### config.mk
export PLATFORM = sky130hd
export DESIGN_NAME = alarm_table_weekday_matcher
export DESIGN_NICKNAME = d
export VERILOG_FILES = /design/src/hw/rtl/atwm_pkg.sv /design/src/hw/rtl/atwm_cell.sv /design/src/hw/rtl/atwm_head.sv /design/src/hw/rtl/alarm_table_weekday_matcher.sv
export SDC_FILE = /design/constraint.sdc
export NUM_CORES = 1
export LEC_CHECK = 0
export ABC_AREA = 1
export BUFFER_PORTS_ARGS = -buffer_cell sky130_fd_sc_hd__buf_4
export CORE_UTILIZATION = 54
export CTS_BUF_LIST = sky130_fd_sc_hd__clkbuf_16
export DETAILED_ROUTE_END_ITERATION = 10
export MAX_ROUTING_LAYER = met4
export PLACE_DENSITY = 0.76
export SLEW_MARGIN = 30
export SYNTH_ARGS = -nofsm -noshare
export SYNTH_HDL_FRONTEND = slang
export SYNTH_SLANG_ARGS = --single-unit
### constraint.sdc
create_clock -name clk -period 2.5 [get_ports clk]
set_input_delay 0.25 -clock clk [delete_from_list [all_inputs] [get_ports clk]]
set_output_delay 0.25 -clock clk [all_outputs]
set_load 0.05 [all_outputs]
### src/hw/rtl/atwm_pkg.sv
// Shared types, constants and opcodes for the alarm table weekday matcher.
package atwm_pkg;

  localparam int MaxAlarms = 8;
  localparam int SlotW     = (MaxAlarms > 1) ? $clog2(MaxAlarms) : 1;
  localparam int CntW      = $clog2(MaxAlarms + 1);
  localparam int NextCell  = (MaxAlarms > 1) ? 1 : 0;

  localparam int WordW   = 32;
  localparam int ItemW   = 23;
  localparam int IdW     = 4;
  localparam int HourLsb = 4;
  localparam int MinLsb  = 9;
  localparam int EnBit   = 15;
  localparam int RepLsb  = 16;

  localparam logic [WordW-1:0] TimeMask = 32'h0000_7FF0;
  localparam logic [WordW-1:0] RepMask  = 32'h007F_0000;
  localparam logic [WordW-1:0] EnMask   = 32'h0000_8000;

  typedef enum logic [2:0] {
    OP_ADD     = 3'd0,
    OP_SET_TIM = 3'd1,
    OP_SET_REP = 3'd2,
    OP_SET_EN  = 3'd3,
    OP_DEL_ONE = 3'd4,
    OP_DEL_ALL = 3'd5,
    OP_READ    = 3'd6,
    OP_TICK    = 3'd7
  } op_t;

  typedef enum logic [1:0] {
    ST_DONE     = 2'd0,
    ST_FULL     = 2'd1,
    ST_NOTFOUND = 2'd2
  } status_t;

  // One accepted command with its operands.
  typedef struct packed {
    op_t              op;
    logic [ItemW-1:0] word;
    logic [7:0]       target;
    logic [4:0]       hour;
    logic [5:0]       minute;
    logic [2:0]       weekday;
  } job_t;

  // Per-step context handed to the head cell.
  typedef struct packed {
    logic [SlotW-1:0] slot;
    logic [CntW-1:0]  count;
    logic             found;
  } step_t;

  // What the head cell reports for the slot it is working on.
  typedef struct packed {
    logic [WordW-1:0] word;
    logic             hit;
  } head_res_t;

endpackage

### src/hw/rtl/atwm_cell.sv
// One storage cell of the rotating alarm word chain.
module atwm_cell
  import atwm_pkg::*;
(
  input  logic             clk,
  input  logic             rst,
  input  logic             shift,
  input  logic [WordW-1:0] din,
  output logic [WordW-1:0] q
);

  logic [WordW-1:0] word;

  always_ff @(posedge clk) begin
    if (rst) begin
      word <= '0;
    end else if (shift) begin
      word <= din;
    end
  end

  assign q = word;

endmodule

### src/hw/rtl/atwm_head.sv
// Head of the chain: applies the command to the word passing slot position zero.
module atwm_head
  import atwm_pkg::*;
(
  input  job_t             job,
  input  step_t            step,
  input  logic [WordW-1:0] empty_word,
  input  logic [WordW-1:0] cur,
  input  logic [WordW-1:0] nxt,
  output head_res_t        res
);

  logic             in_range;
  logic             id_hit;
  logic             del_hit;
  logic             last_held;
  logic             time_hit;
  logic [6:0]       rep;
  logic [7:0]       rep_ext;
  logic             day_bit;
  logic             fire;
  logic [WordW-1:0] mask;
  logic [WordW-1:0] item_ext;

  always_comb begin
    in_range  = CntW'(step.slot) < step.count;
    last_held = CntW'(step.slot) == (step.count - CntW'(1));
    item_ext  = WordW'(job.word);
    id_hit    = !step.found && in_range && (cur[IdW-1:0] == job.word[IdW-1:0]);
    del_hit   = !step.found && in_range && (job.target[7:IdW] == '0)
                && (cur[IdW-1:0] == job.target[IdW-1:0]);
    time_hit  = (cur[MinLsb-1:HourLsb] == job.hour)
                && (cur[EnBit-1:MinLsb] == job.minute);
    rep       = cur[RepLsb+6:RepLsb];
    rep_ext   = {1'b0, rep} >> job.weekday;
    day_bit   = rep_ext[0];
    fire      = !step.found && in_range && cur[EnBit] && time_hit
                && ((rep == '0) || day_bit);

    unique case (job.op)
      OP_SET_TIM: mask = TimeMask;
      OP_SET_REP: mask = RepMask;
      default:    mask = EnMask;
    endcase

    res.word = cur;
    res.hit  = 1'b0;
    unique case (job.op)
      OP_ADD: begin
        if ((CntW'(step.slot) == step.count) && (step.count < CntW'(MaxAlarms))) begin
          res.word = {empty_word[WordW-1:ItemW], job.word};
        end
      end
      OP_SET_TIM, OP_SET_REP, OP_SET_EN: begin
        res.hit = id_hit;
        if (id_hit) begin
          res.word = (cur & ~mask) | (item_ext & mask);
        end
      end
      OP_DEL_ONE: begin
        res.hit = del_hit;
        if ((step.found || del_hit) && in_range) begin
          if (last_held) begin
            res.word = empty_word;
          end else begin
            res.word = {nxt[WordW-1:IdW], cur[IdW-1:0]};
          end
        end
      end
      OP_DEL_ALL: begin
        if (in_range) begin
          res.word = empty_word;
        end
      end
      OP_READ: begin
        res.hit = in_range && (job.target == 8'(step.slot));
      end
      OP_TICK: begin
        res.hit = fire;
        if (fire && (rep == '0)) begin
          res.word = cur & ~EnMask;
        end
      end
      default: begin
        res.word = cur;
      end
    endcase
  end

endmodule

### src/hw/rtl/alarm_table_weekday_matcher.sv
// Top level of the alarm table weekday matcher: command control, cell chain, result register.
// A new command is not taken until the previous one has finished its chain turn and loaded its result.
// A new command may be accepted while the previous result still waits on the output.
// Reset (rst, synchronous, active high) clears every slot to zero, the count, the last
// fired slot and empty_word; no clearing pass is needed afterwards.
module alarm_table_weekday_matcher
  import atwm_pkg::*;
(
  input  logic        clk,
  input  logic        rst,
  // Command beats. tuser: opcode[2:0].
  // tdata: alarm_word[22:0], target[30:23], now_hour[35:31], now_minute[41:36],
  //        weekday[44:42], zero fill[47:45].
  input  logic        s_axis_tvalid,
  output logic        s_axis_tready,
  input  logic [47:0] s_axis_tdata,
  input  logic [2:0]  s_axis_tuser,
  // Result beats. tdata: read_word[31:0], status[33:32], fired[34], fired_slot[38:35],
  //                      entry_total[43:39], zero fill[47:44].
  output logic        m_axis_tvalid,
  input  logic        m_axis_tready,
  output logic [47:0] m_axis_tdata,
  // Write port of the empty_word register.
  input  logic        cfg_valid,
  output logic        cfg_ready,
  input  logic [31:0] cfg_data
);

  typedef enum logic [1:0] {
    IDLE,
    RUN,
    FIN
  } state_t;

  state_t           state;
  job_t             job;
  logic [SlotW-1:0] slot;
  logic [CntW-1:0]  count;
  logic             found;
  logic [SlotW-1:0] fired_slot;
  logic [WordW-1:0] read_cap;
  logic [WordW-1:0] empty_word;
  logic             out_valid;
  logic [WordW-1:0] out_read_word;
  status_t          out_status;
  logic             out_fired;
  logic [3:0]       out_fired_slot;
  logic [4:0]       out_total;

  logic             accept;
  logic             shift;
  logic             load_out;
  logic [WordW-1:0] cell_q [MaxAlarms];
  step_t            step;
  head_res_t        head;
  logic [CntW-1:0]  count_next;
  status_t          status_next;
  logic [WordW-1:0] read_next;

  assign s_axis_tready = (state == IDLE);
  assign accept        = s_axis_tvalid && s_axis_tready;
  assign shift         = (state == RUN);
  assign load_out      = (state == FIN) && (!out_valid || m_axis_tready);
  assign cfg_ready     = 1'b1;

  // The chain turns once per command: each cell takes its upper neighbor's word,
  // and the top cell takes the word that the head unit has just processed. After
  // MaxAlarms shifts every word is back in its own slot.
  for (genvar i = 0; i < MaxAlarms; i++) begin : g_cell
    logic [WordW-1:0] din;
    if (i == MaxAlarms - 1) begin : g_top
      assign din = head.word;
    end else begin : g_mid
      assign din = cell_q[i+1];
    end
    atwm_cell u_cell (
      .clk   (clk),
      .rst   (rst),
      .shift (shift),
      .din   (din),
      .q     (cell_q[i])
    );
  end

  assign step.slot  = slot;
  assign step.count = count;
  assign step.found = found;

  // The head sees the word of the current slot and, for a delete, the word of
  // the slot above it, which is what moves down.
  atwm_head u_head (
    .job        (job),
    .step       (step),
    .empty_word (empty_word),
    .cur        (cell_q[0]),
    .nxt        (cell_q[NextCell]),
    .res        (head)
  );

  // Result and count once the turn is complete.
  always_comb begin
    count_next  = count;
    status_next = ST_DONE;
    read_next   = '0;
    unique case (job.op)
      OP_ADD: begin
        if (count >= CntW'(MaxAlarms)) begin
          status_next = ST_FULL;
        end else begin
          count_next = count + CntW'(1);
        end
      end
      OP_SET_TIM, OP_SET_REP, OP_SET_EN: begin
        if (!found) begin
          status_next = ST_NOTFOUND;
        end
      end
      OP_DEL_ONE: begin
        if (found) begin
          count_next = count - CntW'(1);
        end else begin
          status_next = ST_NOTFOUND;
        end
      end
      OP_DEL_ALL: begin
        count_next = '0;
      end
      OP_READ: begin
        if (found) begin
          read_next = read_cap;
        end else begin
          read_next   = empty_word;
          status_next = ST_NOTFOUND;
        end
      end
      OP_TICK: begin
        status_next = ST_DONE;
      end
      default: begin
        status_next = ST_DONE;
      end
    endcase
  end

  always_ff @(posedge clk) begin
    if (rst) begin
      state      <= IDLE;
      slot       <= '0;
      count      <= '0;
      found      <= 1'b0;
      fired_slot <= '0;
      empty_word <= '0;
      out_valid  <= 1'b0;
    end else begin
      if (cfg_valid && cfg_ready) begin
        empty_word <= cfg_data;
      end
      // A new result may replace the one taken at this same edge.
      if (load_out) begin
        out_valid <= 1'b1;
      end else if (m_axis_tready) begin
        out_valid <= 1'b0;
      end
      unique case (state)
        IDLE: begin
          if (accept) begin
            state <= RUN;
            slot  <= '0;
            found <= 1'b0;
          end
        end
        RUN: begin
          if (head.hit) begin
            found <= 1'b1;
            if (job.op == OP_TICK) begin
              fired_slot <= slot;
            end
          end
          if (slot == SlotW'(MaxAlarms - 1)) begin
            state <= FIN;
          end else begin
            slot <= slot + SlotW'(1);
          end
        end
        FIN: begin
          if (load_out) begin
            state <= IDLE;
            count <= count_next;
          end
        end
        default: begin
          state <= IDLE;
        end
      endcase
    end
  end

  // Payload registers.
  always_ff @(posedge clk) begin
    if (accept) begin
      job.op      <= op_t'(s_axis_tuser);
      job.word    <= s_axis_tdata[22:0];
      job.target  <= s_axis_tdata[30:23];
      job.hour    <= s_axis_tdata[35:31];
      job.minute  <= s_axis_tdata[41:36];
      job.weekday <= s_axis_tdata[44:42];
    end
    if (shift && head.hit) begin
      read_cap <= cell_q[0];
    end
    if (load_out) begin
      out_read_word  <= read_next;
      out_status     <= status_next;
      out_fired      <= (job.op == OP_TICK) && found;
      out_fired_slot <= 4'(fired_slot);
      out_total      <= 5'(count_next);
    end
  end

  assign m_axis_tvalid = out_valid;
  assign m_axis_tdata  = {4'b0, out_total, out_fired_slot, out_fired, out_status,
                          out_read_word};

`ifndef SYNTHESIS
  a_count_bound: assert property (@(posedge clk) disable iff (rst)
    count <= CntW'(MaxAlarms))
    else $error("entry count exceeds table size");

  a_accept_runs: assert property (@(posedge clk) disable iff (rst)
    accept |=> (state == RUN) && (slot == '0) && !found)
    else $error("accepted command did not start a chain turn");

  a_turn_length: assert property (@(posedge clk) disable iff (rst)
    (state == RUN) && (slot == SlotW'(MaxAlarms - 1)) |=> (state == FIN))
    else $error("chain turn did not end after the last slot");

  a_out_held: assert property (@(posedge clk) disable iff (rst)
    out_valid && !m_axis_tready |=> out_valid && $stable(m_axis_tdata))
    else $error("stalled result changed");

  a_count_only_at_end: assert property (@(posedge clk) disable iff (rst)
    (state == RUN) |=> $stable(count))
    else $error("count changed during a chain turn");
`endif

endmodule

# --- Yosys cells after proc, flatten, opt, wreduce, memory -nomap -nowiden ---
# Index checks and enable logic that the tools add are counted.
op_classes:
  n_eq_ne: 22
  n_shift: 1
  order_cmp: 3
  n_reduce_logical: 34
  addsub: 3
  n_mux: 28
  bitwise: 4
ops:
  columns: ["cell", "count"]
  rows:
  - ["2-to-1 mux 32 bit", 6]
  - ["one-hot mux 32 bit (5 select lines)", 1]
  - ["one-hot mux 23 bit (2 select lines)", 1]
  - ["bitwise AND 32 bit", 1]
  - ["inverter 23 -> 32 bit", 1]
  - ["OR 32 bit", 1]
  - ["bitwise AND 23 bit", 1]
  - ["logical AND 1 bit", 16]
  - ["2-to-1 mux 16 bit", 1]
  - ["equality test 3 bit, second input constant", 5]
  - ["one-hot mux 4 bit (3 select lines)", 1]
  - ["AND reduction 3 bit", 4]
  - ["equality test 3 x 4 -> 1 bit", 2]
  - ["equality test 4 bit", 2]
  - ["equality test 8 x 3 -> 1 bit", 1]
  - ["2-to-1 mux 2 bit", 4]
  - ["2-to-1 mux 4 bit", 2]
  - ["logical NOT 7 bit", 1]
  - ["right shift 7 x 3 -> 1 bit", 1]
  - ["equality test 3 x 2 -> 1 bit, second input constant", 2]
  - ["equality test 6 bit", 1]
  - ["2-to-1 mux 3 bit", 2]
  - ["inequality test 2 x 1 -> 1 bit, second input constant", 3]
  - ["one-hot mux 2 bit (3 select lines)", 1]
  - ["other kinds (25)", 34]
word_totals:
  reg_bits: 424
  inputBits: 88

# --- Longest topological paths before layout ---
logic_depth:
  depth_word: 8
  mapped_depth: 16
  mapped_depth_nobuf: 15

# --- Cells and area by module ---
# A second synthesis with hierarchy kept.
unflattened:
  cells_unflattened: 2848
  hier_area_um2: 20070.5
modules_own_cells:
  columns: ["mod", "cells_per_inst", "n_inst", "area_each_um2"]
  rows:
  - ["atwm_cell", 203, 8, 1338.8]
  - ["alarm_table_weekday_matcher", 568, 1, 6313.6]
  - ["atwm_head", 656, 1, 3046.7]

# --- Worst setup path before layout ---
# OpenSTA, ideal clock, no wires.
synth_timing:
  path_kind: "register to register"
  from: "register count[1]"
  to: "register read_cap[0], enable pin"
  setup_slack_ns: -0.115
  synth_period_minus_slack_ns: 2.615
  path_buffers: 1
  setup_ns: 0.387
  t_arrival_ns: 2.229
  path_stages_with_launch: 15
  cell_sequence: "dfxtp_1 > inv_1 > ha_1 > inv_2 > o21bai_1 > nand2_2 > nand3_2 > inv_2 > buf_4 > nand3_2 > nand2_1 > nor2_1 > nand2_1 > nand2_1 > inv_1"
synth_between:
  elab_chain_cells: 7
  word_cells_on_any_way: 11
  classes_between: "1 x order compare; 1 x mux; 9 x reduce/logical"
synth_lines:
  columns: ["element", "line", "text"]
  rows:
  - ["start, declared", "alarm_table_weekday_matcher.sv:38", "logic [CntW-1:0] count;"]
  - ["start signal, assigned", "alarm_table_weekday_matcher.sv:188", "count <= count_next;"]
  - ["< comparator 3 x 4 -> 1 bit (*)", "atwm_head.sv:26", "in_range = CntW'(step.slot) < step.count;"]
  - ["logical AND 1 bit", "atwm_head.sv:29, atwm_head.sv:30, atwm_head.sv:37", null]
  - ["logical AND 1 bit (2 in a row)", "atwm_head.sv:37", "fire = !step.found && in_range && cur[EnBit] && time_hit"]
  - ["logical AND 1 bit", "atwm_head.sv:38", "&& ((rep == '0) || day_bit);"]
  - ["one-hot mux 1 bit (4 select lines) (*)", "atwm_head.sv:48", "unique case (job.op)"]
  - ["logical AND 1 bit (*)", "alarm_table_weekday_matcher.sv:208", "if (shift && head.hit) begin"]
  - ["end signal, assigned", "alarm_table_weekday_matcher.sv:209", "read_cap <= cell_q[0];"]
  - ["end, declared", "alarm_table_weekday_matcher.sv:41", "logic [WordW-1:0] read_cap;"]
# Every way passes the cells marked *; elsewhere a longest branch is shown, timed or not.
# A chain may end at the register's enable or synchronous reset.

# --- Worst setup path after layout ---
layout_timing:
  from: "register slot[0]"
  to: "register g_cell[7].u_cell.word[31]"
layout_between:
  elab_chain_cells: 8
  word_cells_on_any_way: 16
  classes_between: "1 x order compare; 2 x eq/ne; 6 x mux; 7 x reduce/logical"
layout_lines:
  columns: ["element", "line", "text"]
  rows:
  - ["start, declared", "alarm_table_weekday_matcher.sv:37", "logic [SlotW-1:0] slot;"]
  - ["start signal, assigned", "alarm_table_weekday_matcher.sv:182", "slot <= slot + SlotW'(1);"]
  - ["< comparator 3 x 4 -> 1 bit", "atwm_head.sv:26", null]
  - ["logical AND 1 bit", "atwm_head.sv:29, atwm_head.sv:30", null]
  - ["logical AND 1 bit", "atwm_head.sv:30", "del_hit = !step.found && in_range && (job.target[7:IdW] == '0)"]
  - ["logical AND 1 bit", "atwm_head.sv:31", "&& (cur[IdW-1:0] == job.target[IdW-1:0]);"]
  - ["logical OR 1 bit", "atwm_head.sv:62", "if ((step.found || del_hit) && in_range) begin"]
  - ["logical AND 1 bit", "atwm_head.sv:62", null]
  - ["2-to-1 mux 32 bit", "atwm_head.sv:62", null]
  - ["one-hot mux 32 bit (5 select lines) (*)", "atwm_head.sv:48", null]
  - ["end signal, assigned", "atwm_cell.sv:18", "word <= din;"]
  - ["end, declared", "atwm_cell.sv:12", "logic [WordW-1:0] word;"]
# Marks and branches as above.

==> metrics <==
peak supply drop=0.0005683 V; Final #Nets=2430; Worst Hold Class=primary input to flip-flop; layout cells sized above 1=0.1211; sequential share of power=0.491; Max clock buf depth=3; die area=33410 um^2; YS warnings=0; number of flops mapped to enable cells by yosys=122; CTS root buf=clkbuf_16; DR vias=15061; top cell type's share of synthesized area=0.3425; CTS tree=done; RSZ-0062 raised after global routing=true; min Tclk post-route=2.357 ns; area leader, netlist=dfxtp_1; 1st-iter DRT viols=1434; ranking of synthesized cells by area=dfxtp_1, edfxtp_1, nor2_1; cts bufs inserted=44; Area growth syn-to-layout=18.91%; Clk Latency, worst-skew pair=0.55 ns; Clk pwr share=0.394; Static Leakage=8.837 nW; Initial Util=0.5536; min-delay src=cfg_data[25]; first drt pass iteration count=7; drt total wl=43880 um; routed wire length per instance=15.64 um; P_sw=4.118 mW; Placed Area=19060 um^2; Critical Path Start Type=flip-flop; library cells used by synthesis=39; Worst Skew=0.01881 ns; DRT antenna net count=0; fin area=20990 um^2; outcome=complete, no violations; Pwr Density=756.1 nW/um^2; Sw Ratio=0.2595; setup_tns=0 ns; Crit. End Element=flip-flop; Final Setup Violations=0; total chip power=15.87 mW; Post-Synthesis Cells=2196; final core occ=0.6584; Worst Path Max Fanout=12; I/O pins=139; diodes inserted=0; GRT Residual Overflow=0; largest net degree at the start of global routing=258; first-pass GRT wire length=70900 um; Reg-to-Reg Start=slot[0]; Worst Path Required=2.94 ns; number of port buffers=128; Main synth FF type=dfxtp_1; Synth Cell Area=17650 um^2; H-Tree Depth=2; number of synthesized register bits=424; CTS Sinks=424; async set-reset flop share out of synthesis=0; core area=31880 um^2; Slew headroom=0.3100; clock slew at reported path FFs=0.06 ns; Slew Viols, Final=0; initial antenna violation count=0; top-count cell post-synth=nor2_1; Peak Freq=424.2 MHz; post-CTS setup buffers=0; FP Rows=65; Synth Area per Inst=8.038 um^2; Combinational Power Share=0.115; Die Span Y=182.8 um; vias in the first global route=14079; CP arrival=2.80 ns; Total GRT Usage=0.2708; MaxCap Viol Count=0; worst setup path category=flip-flop to flip-flop; CP Launch Point=slot[0]; worst slew pin tran=1.035 ns; final hold violations=0; drt via density=5.369; top cells by count, synth=nor2_1, o21ai_0, nand2_1; register area share after synthesis=0.5501; internal power=11.75 mW; DRC=0; worst reg-to-reg path cell count=12; RePlAce Congestion=0.9319; Post-DP HPWL=28020 um; Die Wd=182.8 um; Tcrit/Tclk final=0.9429; hold path cells=3
[placed cells by master, fill, tap and decap left out, drive strengths merged, types with 46 or more instances in the layout]
master / n
nor2: 523
o21ai: 361
nand2: 314
dfxtp: 302
inv: 187
buf: 169
edfxtp: 122
a21oi: 97
nand3: 80
dlygate4sd3: 53
clkbuf: 46
[per-stage QoR]
| stage | instances | worst slack [ns] | hold slack (ns) |
|---|---|---|---|
| finish | 2805 | 0.1428 | 0.01357 |
| global route | 2805 | -0.02487 | 0.008823 |
| CTS | 2805 | 0.1554 | 0.003357 |
| detailed placement | 2671 | 0.2073 | 0.4161 |
| global placement | 2671 | 0.2237 | 0.4158 |
| floorplan | 2201 | 0.01575 | 0.3489 |
[flip-flops by register name, indices dropped and copies added (netlist names)]
name             flops
job                 48
out_fired            1
out_fired_slot       3
read_cap            32
fired_slot           3
slot                 3
empty_word          32
m_axis_tvalid        1
out_status           2
g_cell.u_cell.q    256
out_read_word       32
state                2
out_total            4
found                1
count                4
[worst paths after layout]
kind                            endpoint  slack (ns)
setup / recovery  g_cell[7].u_cell.q[31]        0.14
hold / removal            empty_word[25]        0.01
hold reg to reg        out_fired_slot[2]        0.43
setup reg to reg  g_cell[7].u_cell.q[31]        0.14
[power groups by stage]
| stage | clock, mW | combinational [mW] | sequential, mW |
|---|---|---|---|
| final | 6.25 | 1.82 | 7.80 |
| after global routing | 6.60 | 2.05 | 7.85 |
| after CTS | 6.35 | 1.81 | 7.80 |
| after detailed placement | 0 | 1.72 | 7.94 |
| after global placement | 0 | 1.68 | 7.93 |
| after floorplan | 0 | 1.26 | 7.85 |
[cell type report]
class | count | area, um^2
clock buffers | 46 | 1151
clock inverters | 35 | 237.7
fillers | 2610 | 10890
inverters | 171 | 661.9
multi-input cells | 1472 | 6734
flip-flops and latches | 424 | 9711
well taps | 435 | 544.3
repair buffers | 222 | 1949
[routing by layer]
metal | GRT usage | part of all wire | vias up
met5 | - | 0 | -
met4 | 0.09233 | 0.029 | 0
met3 | 0.03614 | 0.067 | 93
met2 | 0.4366 | 0.47 | 513
met1 | 0.3526 | 0.44 | 7013
li1 | - | - | 7442
[worst max-delay path, cell delays in order, from the launching register on]
cell and delay (ns):
dfxtp_1 0.39, inv_1 0.11, ha_1 0.39, nand2_1 0.07, nor3_1 0.27, nor2_2 0.12, nor2_1 0.20, nand2_1 0.13
buf_12 0.17, a22oi_1 0.17, nand2_1 0.07, nor2_1 0.10, nor2_1 0.05
[what timing repair did]
action,4_1_cts,5_1_grt
hold endpoints to repair,54,0
setup endpoints to repair,0,37
hold buffers,53,0
resized for setup,0,4
[kinds of logic after synthesis]
group                    count (synthesis)  share of synthesized area
AO/OA/AOI/OAI                          505                     0.1496
XOR/XNOR                                10                   0.004962
adder cells (fa/ha/maj)                  7                   0.004962
buffers and inverters                  305                    0.07117
flip-flops                             424                     0.5501
other                                    2                  0.0004255
AND/OR/NAND/NOR                        943                     0.2188
No activity file was read; power rests on OpenSTA's default activity.
